==> src/hdl/bss_pkg.sv <==
`timescale 1ns / 1ps

package bss_pkg;

    localparam int SET_CAPACITY_DEF = 64;

    localparam int OP_W    = 3;
    localparam int VAL_W   = 32;
    localparam int COUNT_W = 7;

    localparam logic [OP_W-1:0] OP_INSERT  = 3'd0;
    localparam logic [OP_W-1:0] OP_REMOVE  = 3'd1;
    localparam logic [OP_W-1:0] OP_TEST    = 3'd2;
    localparam logic [OP_W-1:0] OP_GREATER = 3'd3;
    localparam logic [OP_W-1:0] OP_LESS    = 3'd4;
    localparam logic [OP_W-1:0] OP_CARD    = 3'd5;

    // commands from the sequencer to the datapath
    typedef struct packed {
        logic clr_we;   // clear the slot at the address
        logic load;     // capture a new item, reset the scan accumulators
        logic rd_en;    // read the slot at the address
        logic eval;     // fold the slot read last cycle into the accumulators
        logic finish;   // write back and present the result
    } t_dp_cmd;

endpackage

==> src/hdl/bss_ctrl.sv <==
`timescale 1ns / 1ps

module bss_ctrl #(
    parameter int SET_CAPACITY = bss_pkg::SET_CAPACITY_DEF
) (
    input  logic                              i_clk,
    input  logic                              i_rst_n,
    input  logic                              i_start,
    output logic                              o_busy,
    output bss_pkg::t_dp_cmd                  o_cmd,
    output logic [$clog2(SET_CAPACITY)-1:0]   o_addr
);
    import bss_pkg::*;

    localparam int AW   = $clog2(SET_CAPACITY);
    localparam int CNTW = $clog2(SET_CAPACITY + 1);

    localparam logic [1:0] ST_CLEAR = 2'd0;
    localparam logic [1:0] ST_IDLE  = 2'd1;
    localparam logic [1:0] ST_SCAN  = 2'd2;
    localparam logic [1:0] ST_DONE  = 2'd3;

    localparam logic [CNTW-1:0] LAST_SLOT = CNTW'(SET_CAPACITY - 1);
    localparam logic [CNTW-1:0] SCAN_END  = CNTW'(SET_CAPACITY);

    logic [1:0]      r_state, n_state;
    logic [CNTW-1:0] r_cnt, n_cnt;

    always_comb begin
        n_state = r_state;
        n_cnt   = r_cnt;
        o_cmd   = '0;
        case (r_state)
            ST_CLEAR: begin
                o_cmd.clr_we = 1'b1;
                n_cnt        = r_cnt + 1'b1;
                if (r_cnt == LAST_SLOT) begin
                    n_cnt   = '0;
                    n_state = ST_IDLE;
                end
            end
            ST_IDLE: begin
                if (i_start) begin
                    o_cmd.load = 1'b1;
                    n_cnt      = '0;
                    n_state    = ST_SCAN;
                end
            end
            ST_SCAN: begin
                // read slot k while evaluating slot k-1
                o_cmd.rd_en = (r_cnt != SCAN_END);
                o_cmd.eval  = (r_cnt != '0);
                n_cnt       = r_cnt + 1'b1;
                if (r_cnt == SCAN_END) begin
                    n_cnt   = '0;
                    n_state = ST_DONE;
                end
            end
            ST_DONE: begin
                o_cmd.finish = 1'b1;
                n_state      = ST_IDLE;
            end
            default: begin
                n_state = ST_IDLE;
                n_cnt   = '0;
            end
        endcase
    end

    always_ff @(posedge i_clk) begin
        if (!i_rst_n) begin
            r_state <= ST_CLEAR;
            r_cnt   <= '0;
        end else begin
            r_state <= n_state;
            r_cnt   <= n_cnt;
        end
    end

    assign o_busy = (r_state != ST_IDLE);
    assign o_addr = r_cnt[AW-1:0];

endmodule

==> src/hdl/bss_datapath.sv <==
`timescale 1ns / 1ps

module bss_datapath #(
    parameter int SET_CAPACITY = bss_pkg::SET_CAPACITY_DEF
) (
    input  logic                              i_clk,
    input  logic                              i_rst_n,
    input  bss_pkg::t_dp_cmd                  i_cmd,
    input  logic [$clog2(SET_CAPACITY)-1:0]   i_addr,
    input  logic [bss_pkg::OP_W-1:0]          i_opcode,
    input  logic [bss_pkg::VAL_W-1:0]         i_value,
    output logic                              o_valid,
    output logic                              o_ok,
    output logic                              o_full_reject,
    output logic [bss_pkg::COUNT_W-1:0]       o_count,
    output logic                              o_none_match,
    output logic                              o_all_match
);
    import bss_pkg::*;

    localparam int AW   = $clog2(SET_CAPACITY);
    localparam int CNTW = $clog2(SET_CAPACITY + 1);

    // slot word: valid bit over the element value
    logic [VAL_W:0]  r_mem [SET_CAPACITY];
    logic [VAL_W:0]  r_rd_data;
    logic [AW-1:0]   r_rd_idx;

    logic [OP_W-1:0]  r_op;
    logic [VAL_W-1:0] r_val;
    logic             r_hit;
    logic [AW-1:0]    r_hit_idx;
    logic             r_free_found;
    logic [AW-1:0]    r_free_idx;
    logic [CNTW-1:0]  r_match;
    logic [CNTW-1:0]  r_card;

    logic             r_valid;
    logic             r_ok;
    logic             r_full;
    logic [COUNT_W-1:0] r_count;
    logic             r_none;
    logic             r_all;

    logic             slot_vld;
    logic [VAL_W-1:0] slot_val;
    logic             slot_match;

    logic             do_insert;
    logic             do_remove;
    logic             wr_en;
    logic [AW-1:0]    wr_addr;
    logic [VAL_W:0]   wr_data;

    logic             res_ok;
    logic             res_full;
    logic [CNTW-1:0]  res_cnt;
    logic             res_none;
    logic             res_all;
    logic [CNTW+COUNT_W-1:0] res_cnt_ext;

    assign slot_vld = r_rd_data[VAL_W];
    assign slot_val = r_rd_data[VAL_W-1:0];

    always_comb begin
        case (r_op)
            OP_GREATER: slot_match = (slot_val > r_val);
            OP_LESS:    slot_match = (slot_val < r_val);
            default:    slot_match = 1'b0;
        endcase
    end

    assign do_insert = i_cmd.finish && (r_op == OP_INSERT) && !r_hit && r_free_found;
    assign do_remove = i_cmd.finish && (r_op == OP_REMOVE) && r_hit;

    always_comb begin
        wr_en   = i_cmd.clr_we || do_insert || do_remove;
        wr_addr = i_addr;
        wr_data = '0;
        if (do_insert) begin
            wr_addr = r_free_idx;
            wr_data = {1'b1, r_val};
        end else if (do_remove) begin
            wr_addr = r_hit_idx;
            wr_data = {1'b0, r_val};
        end
    end

    always_ff @(posedge i_clk) begin
        if (wr_en) begin
            r_mem[wr_addr] <= wr_data;
        end
        if (i_cmd.rd_en) begin
            r_rd_data <= r_mem[i_addr];
            r_rd_idx  <= i_addr;
        end
    end

    // scan accumulators
    always_ff @(posedge i_clk) begin
        if (i_cmd.load) begin
            r_op         <= i_opcode;
            r_val        <= i_value;
            r_hit        <= 1'b0;
            r_free_found <= 1'b0;
            r_match      <= '0;
            r_card       <= '0;
        end else if (i_cmd.eval) begin
            if (slot_vld) begin
                r_card <= r_card + 1'b1;
                if (slot_val == r_val) begin
                    r_hit     <= 1'b1;
                    r_hit_idx <= r_rd_idx;
                end
                if (slot_match) begin
                    r_match <= r_match + 1'b1;
                end
            end else if (!r_free_found) begin
                r_free_found <= 1'b1;
                r_free_idx   <= r_rd_idx;
            end
        end
    end

    always_comb begin
        res_ok   = 1'b0;
        res_full = 1'b0;
        res_cnt  = '0;
        res_none = 1'b0;
        res_all  = 1'b0;
        case (r_op)
            OP_INSERT: begin
                res_ok   = !r_hit && r_free_found;
                res_full = !r_hit && !r_free_found;
            end
            OP_REMOVE: res_ok = r_hit;
            OP_TEST:   res_ok = r_hit;
            OP_GREATER, OP_LESS: begin
                res_cnt  = r_match;
                res_none = (r_match == '0);
                res_all  = (r_match != '0) && (r_match == r_card);
            end
            OP_CARD:   res_cnt = r_card;
            default: ;
        endcase
    end

    // count port wraps at its own width
    assign res_cnt_ext = {{COUNT_W{1'b0}}, res_cnt};

    always_ff @(posedge i_clk) begin
        if (i_cmd.finish) begin
            r_ok    <= res_ok;
            r_full  <= res_full;
            r_count <= res_cnt_ext[COUNT_W-1:0];
            r_none  <= res_none;
            r_all   <= res_all;
        end
    end

    always_ff @(posedge i_clk) begin
        if (!i_rst_n) begin
            r_valid <= 1'b0;
        end else begin
            r_valid <= i_cmd.finish;
        end
    end

    assign o_valid       = r_valid;
    assign o_ok          = r_ok;
    assign o_full_reject = r_full;
    assign o_count       = r_count;
    assign o_none_match  = r_none;
    assign o_all_match   = r_all;

endmodule

==> src/hdl/bounded_set_store.sv <==
`timescale 1ns / 1ps

// Set of up to SET_CAPACITY distinct 32-bit values. Issue a request by raising
// start while busy is low; the opcode and value are taken on that edge. Each
// item produces exactly one result, shown on the o_ ports for a single cycle
// with o_valid high; the result cannot be held off, so capture it then. The
// elements sit in one single-port memory that is scanned one slot per cycle,
// so each item runs a scan of every slot and then a write-back step before the
// next can be accepted: the result strobe comes at the end of the write-back,
// and busy drops with it. After reset busy stays high while the memory's valid
// flags are cleared.
module bounded_set_store #(
    parameter int SET_CAPACITY = bss_pkg::SET_CAPACITY_DEF
) (
    input  logic                          i_clk,
    input  logic                          i_rst_n,
    input  logic                          start,
    output logic                          busy,
    input  logic [bss_pkg::OP_W-1:0]      i_opcode,
    input  logic [bss_pkg::VAL_W-1:0]     i_value,
    output logic                          o_valid,
    output logic                          o_ok,
    output logic                          o_full_reject,
    output logic [bss_pkg::COUNT_W-1:0]   o_count,
    output logic                          o_none_match,
    output logic                          o_all_match
);
    import bss_pkg::*;

    localparam int AW = $clog2(SET_CAPACITY);

    t_dp_cmd         cmd;
    logic [AW-1:0]   addr;

    bss_ctrl #(
        .SET_CAPACITY (SET_CAPACITY)
    ) u_ctrl (
        .i_clk   (i_clk),
        .i_rst_n (i_rst_n),
        .i_start (start),
        .o_busy  (busy),
        .o_cmd   (cmd),
        .o_addr  (addr)
    );

    bss_datapath #(
        .SET_CAPACITY (SET_CAPACITY)
    ) u_dp (
        .i_clk         (i_clk),
        .i_rst_n       (i_rst_n),
        .i_cmd         (cmd),
        .i_addr        (addr),
        .i_opcode      (i_opcode),
        .i_value       (i_value),
        .o_valid       (o_valid),
        .o_ok          (o_ok),
        .o_full_reject (o_full_reject),
        .o_count       (o_count),
        .o_none_match  (o_none_match),
        .o_all_match   (o_all_match)
    );

endmodule

==> config.mk <==
export PLATFORM = sky130hd
export DESIGN_NAME = bounded_set_store
export DESIGN_NICKNAME = d
export VERILOG_FILES = /design/src/hdl/bss_pkg.sv /design/src/hdl/bss_ctrl.sv /design/src/hdl/bss_datapath.sv /design/src/hdl/bounded_set_store.sv
export SDC_FILE = /design/constraint.sdc
export NUM_CORES = 2
export LEC_CHECK = 0
export BUFFER_PORTS_ARGS = -buffer_cell sky130_fd_sc_hd__buf_2
export CAP_MARGIN = 20
export CORE_MARGIN = 5
export CORE_UTILIZATION = 45
export CTS_BUF_LIST = sky130_fd_sc_hd__clkbuf_8 sky130_fd_sc_hd__clkbuf_16
export DETAILED_ROUTE_END_ITERATION = 6
export HOLD_SLACK_MARGIN = 0.05
export PLACE_DENSITY = 0.72
export SYNTH_ARGS = -nofsm -noshare
export SYNTH_HDL_FRONTEND = slang
export SYNTH_SLANG_ARGS = --single-unit
==> constraint.sdc <==
create_clock -name i_clk -period 13.6 [get_ports i_clk]
set_input_delay 2.04 -clock i_clk [delete_from_list [all_inputs] [get_ports i_clk]]
set_output_delay 2.04 -clock i_clk [all_outputs]
set_load 0.01 [all_outputs]
# Word-level counts from Yosys, hierarchy flattened

Memories as Yosys holds them, arrays and structs flattened. A register that Yosys moved wholly into a read port is not among the register bits.
Cells that the tools add are included.

Bits in registers: 90
RAM bits: 2112
Output and inout bits: 13
Word-level logic and storage cells: 93
Memories: 1

Add/subtract/negate cells: 3
Magnitude comparators: 2
Equality and inequality tests: 17
Muxes and demuxes: 22
Bitwise operators: 3
Reduce and logical (&&, ||, !) cells: 28

Memories:

| memory     | depth | bits a word | rd ports | clocked after memory_dff | write ports | RTL line           | source |
|---|---|---|---|---|---|---|---|
| u_dp.r_mem | 64    | 33          | 1        | 1                        | 1           | bss_datapath.sv:25 | `logic [VAL_W:0] r_mem [SET_CAPACITY];` |

Operators with widths:

| kind                                           | count |
|---|---|
| two-way mux 33 bit                             | 1 |
| == test 32 bit                                 | 1 |
| > comparator 32 bit                            | 1 |
| < comparator 32 bit                            | 1 |
| two-way mux 32 bit                             | 1 |
| adder 7 x 1 -> 7 bit (second input constant)   | 3 |
| two-way mux 7 bit                              | 3 |
| case mux 7 bit (3 select lines)                | 1 |
| case mux 7 bit (2 select lines)                | 1 |
| nonzero test 7 bit                             | 2 |
| two-way mux 6 bit                              | 2 |
| AND reduction 3 bit                            | 3 |
| logical AND 1 bit                              | 8 |
| two-way mux 2 bit                              | 4 |
| case mux 2 bit (4 select lines)                | 1 |
| AND reduction 4 bit                            | 2 |
| == test 7 x 6 -> 1 bit (second input constant) | 1 |
| == test 7 bit                                  | 1 |
| == test 7 bit (second input constant)          | 1 |
| logical NOT 7 bit                              | 1 |
| != test 7 bit (second input constant)          | 1 |
| == test 3 x 2 -> 1 bit (second input constant) | 2 |
| == test 3 bit (second input constant)          | 2 |
| two-way mux 1 bit                              | 6 |
| 14 further kinds                               | 25 |

# Depth between registers and ports, before layout

Depth in word-level cells: 9
Gate-level depth with buffers: 11

# Cells and area by module

From an unflattened synthesis, not the netlist that was laid out.

Cells, all modules: 3546
Area total of the unflattened synthesis: 85918.7 µm²

By module, submodules not included:

| module       | times used | cells an instance | area an instance (µm²) | seq. area each (µm²) |
|---|---|---|---|---|
| bss_datapath | 1          | 3472              | 85260.5                | 66673.9 |
| bss_ctrl     | 1          | 74                | 658.1                  | 180.2 |

# Worst setup path after synthesis

No wires, ideal clock.

Kind: flip-flop to flip-flop
Start point: register u_ctrl.r_cnt[1]
End point: register u_ctrl.r_state[1]
Setup time: 0.116 ns
Data arrival time: 4.365 ns
Setup slack: 9.119 ns
Stages on the path, launching flop included: 11
Buffers on the path: 3
Cell sequence: dfxtp_1 -> clkbuf_1 -> clkbuf_1 -> clkbuf_1 -> inv_1 -> ha_1 -> a31oi_1 -> a21oi_1 -> o21ai_1 -> mux2i_1 -> nor2b_1

Cells in the longest elaborated chain, start to end: 3
Elaborated cells on any way between the ends: 5

Ends and longest elaborated chain:

| element                                                        | RTL line                       | source |
|---|---|---|
| start: declaration                                             | bss_ctrl.sv:27                 | `logic [CNTW-1:0] r_cnt, n_cnt;` |
| start signal: assignment                                       | bss_ctrl.sv:76                 | `r_cnt <= n_cnt;` |
| == test 7 bit / == test 7 x 6 -> 1 bit (equally long branches) | bss_ctrl.sv:54, bss_ctrl.sv:37 |  |
| != test 2 x 1 -> 1 bit (no source line)                        | -                              |  |
| AND reduction 3 bit (no source line) (*)                       | -                              |  |
| end signal: assignment                                         | bss_ctrl.sv:75                 | `r_state <= n_state;` |
| end: declaration                                               | bss_ctrl.sv:26                 | `logic [1:0] r_state, n_state;` |

Every way passes the cells marked *; elsewhere a longest branch is shown, timed or not.
A chain may end at the register's enable or synchronous reset.

# Worst setup path after layout

Start point: register u_ctrl.r_cnt[0]
End point: register u_dp.r_rd_data[8] (read register of u_dp.r_mem), data pin

Cells in the longest elaborated chain, start to end: 2

Ends and longest elaborated chain:

| element           | RTL line           | source |
|---|---|---|
| != test 7 bit     | bss_ctrl.sv:51     | `o_cmd.rd_en = (r_cnt != SCAN_END);` |
| two-way mux 2 bit | bss_ctrl.sv:33     | `case (r_state)` |
| end: declaration  | bss_datapath.sv:26 | `logic [VAL_W:0] r_rd_data;` |

Several ways; a longest one is shown, not always the timed one.

==> impl_metrics.yaml <==
finish:
  final_nets: 3807
  drive_gt1_share_pct: 32.8
  synthToLayoutAreaGrowth_pct: 13.2
global_routing:
  grt_usage_pct: 20.4
  grt_pass1_vias: 39818
  grt_max_degree: 160
  grt_overflow: 0
  grt_antenna_before_repair: 9
  grt_pass1_wl_um: 290000
routing:
  route.detailed.drc: 0
  post_drt_wl_per_cell_um: 31.6
  firstDrtPassIters: 6
  antenna_left: 0
  via_per_inst: 6.13
  routed_wl_um: 202000
  vias: 39307
  first_iter_violations: 5579
die:
  coreArea_um2: 190000
  die_w_um: 446
  dieArea_um2: 199000
  pin_count: 51
  dieHeight_um: 446
  initial_core_util_pct: 45.1
  rows: 160
logic_synthesis:
  avgSynthCellArea_um2: 24.4
  yosys-top-cells-area: "edfxtp_1, mux4_2, ha_1"
  synthesis.nets: 3597
  synth_area_um2: 85700
  ys.warnings.count: 0
  synth.distinct_cells: 46
  yosysTopAreaCellShare_pct: 77.4
  synthTopCellsByCount: "edfxtp_1, mux4_2, nor2_1, clkbuf_1, buf_2"
  yosysTopAreaCell: "edfxtp_1"
  yosysSeqAreaShare_pct: 78.0
  synth_seq_cells: 2235
  synthArstFlopShare_pct: 0
  synth-edff-count: 2209
  synthFlopType: "edfxtp_1"
  synth_cells: 3517
  synth.most_common_cell: "edfxtp_1"
clocking:
  post-cts-setup-buffers: 0
  clk-insertion-delay-late_ns: 0.84
  cts_tree: "yes"
  cts_hold_buffers: 0
  cts_buffer_depth: 3
  post_cts_resized: 0
  path_clk_slew_ns: 0.06
  cts_root_buf: "clkbuf_16"
  cts_sinks: 2235
  htreeDepth: 4
  numCtsBuffers: 204
timing:
  slew_violations: 0
  max_slew_margin_pct: 26.5
  setup_tns_ns: 0
  skew_ns: 0.0330
  holdWs_ns: 0.453
  rsz0062_at_grt: "false"
  worst_slew_pin_slew_ns: 1.10
  finalCriticalPeriod_ns: 5.40
  max_freq_mhz: 185
  setup_violations: 0
  hold_violations: 0
  finalCritPeriodShare_pct: 39.7
critical_path:
  arrival_ns: 5.97
  critPathLaunch: "u_ctrl.r_cnt[0]$_SDFFE_PN0P_"
  rr_worst_depth: 6
  cp-start-kind: "register"
  critical_path_required_ns: 14.16
  path_max_fanout: 101
  worstSetupPathType: "register to register"
  rr_startpoint: "u_ctrl.r_cnt[0]$_SDFFE_PN0P_"
  cp-end-kind: "register"
pwr:
  power_density_nw_per_um2: 142
  vdd_drop_max_mv: 0.138
  power_leakage_nw: 31.6
job:
  maxCapViolCount: 0
place:
  dp_hpwl_um: 107000
  portBuffers: 50
  gp_congestion: 0.823
hold_path:
  min_path_cells: 0
  hold_start: "u_dp.r_rd_idx[4]$_DFFE_PP_"
  min_path_type: "register to register"
outcome:
  outcome: "finished, final reports clean"
## cell families (layout without fill, tap and decap cells)
kind of cell	after synthesis	in the layout	share of synthesized area (%)
flops	2235	2235	78.0
mux	709	709	18.4
simple gates	240	240	1.28
buf+inv	214	598	1.05
compound gates	58	58	0.418
fa+ha+maj	42	42	0.613
xor+xnor	19	19	0.194
other cells	0	1	0
## layout make-up
cell class / count / area [µm²]
antenna: 1 / 2.50
clock buffer: 210 / 5220
clock inverter: 170 / 1500
fill: 14164 / 92800
inverter: 46 / 173
multi-input combinational: 1068 / 18600
sequential: 2235 / 66900
tap: 2511 / 3140
timing repair buffer: 172 / 1470
## placed cells by master (no fill, tap or decap), types with 28 or more instances in the layout
master     synthesis  final
a21oi_1           28     28
buf_2             50     50
buf_4              0     99
clkbuf_16          0    207
clkinv_1           1     36
clkinv_2           0     46
edfxtp_1        2209   2209
ha_1              42     42
inv_1             43     82
mux4_2           693    693
nand2_1           43     43
nor2_1           125     32
nor2_4             0     93
## path summary, 6_finish.rpt
path | slack (ns) | endpoint
max reg2reg | 8.20 | u_dp.r_rd_data[8]$_DFFE_PP_
max | 8.20 | u_dp.r_rd_data[8]$_DFFE_PP_
min reg2reg | 0.45 | u_dp.r_hit_idx[4]$_DFFE_PP_
min | 0.45 | u_dp.r_hit_idx[4]$_DFFE_PP_
## sequential cells by signal, indices dropped and copies added (netlist names)
signal / flops
u_ctrl.r_cnt: 7
u_ctrl.r_state: 2
u_dp.o_all_match: 1
u_dp.o_count: 7
u_dp.o_full_reject: 1
u_dp.o_none_match: 1
u_dp.o_ok: 1
u_dp.o_valid: 1
u_dp.r_card: 7
u_dp.r_free_found: 1
u_dp.r_free_idx: 6
u_dp.r_hit: 1
u_dp.r_hit_idx: 6
u_dp.r_match: 7
u_dp.r_mem: 2112
u_dp.r_op: 3
u_dp.r_rd_data: 33
u_dp.r_rd_idx: 6
u_dp.r_val: 32
## critical path: stages (launching register included)
cell,delay [ns]
dfxtp_4,0.84
buf_12,0.58
buf_4,0.87
buf_12,0.65
mux4_2,0.59
mux4_2,0.57
mux4_2,0.50
## where the power goes
part           total [mW]  internal, mW  switching [mW]
Combinational       0.513         0.238           0.275
Sequential           7.51          7.49          0.0202
Clock                5.71          3.22            2.48
Total                13.7          11.0            2.78
## routing by layer
| layer | wire length [µm] | part of all wire [%] | GRT usage [%] |
|---|---|---|---|
| met3 | 21900 | 11 | 4.78 |
| met1 | 75700 | 37 | 28.0 |
| met4 | 6190 | 3.1 | 6.66 |
| met2 | 98700 | 49 | 32.7 |
| met5 | 12 | 0.0059 | 0 |
## per-stage QoR
step | setup slack, ns | util (%) | instances | power, mW | cell area [µm²]
after floorplan | 9.12 | - | 3517 | 8.02 | 85700
after global placement | 8.14 | 47.4 | 6016 | 8.17 | 90000
after detailed placement | 8.12 | 47.5 | 6028 | 8.18 | 90200
after CTS | 8.09 | 51.1 | 6408 | 13.8 | 96900
after global routing | 7.70 | 51.1 | 6412 | 14.1 | 97000
final | 8.20 | 51.1 | 6413 | 13.7 | 97000
(Power assumes the default switching activity.)
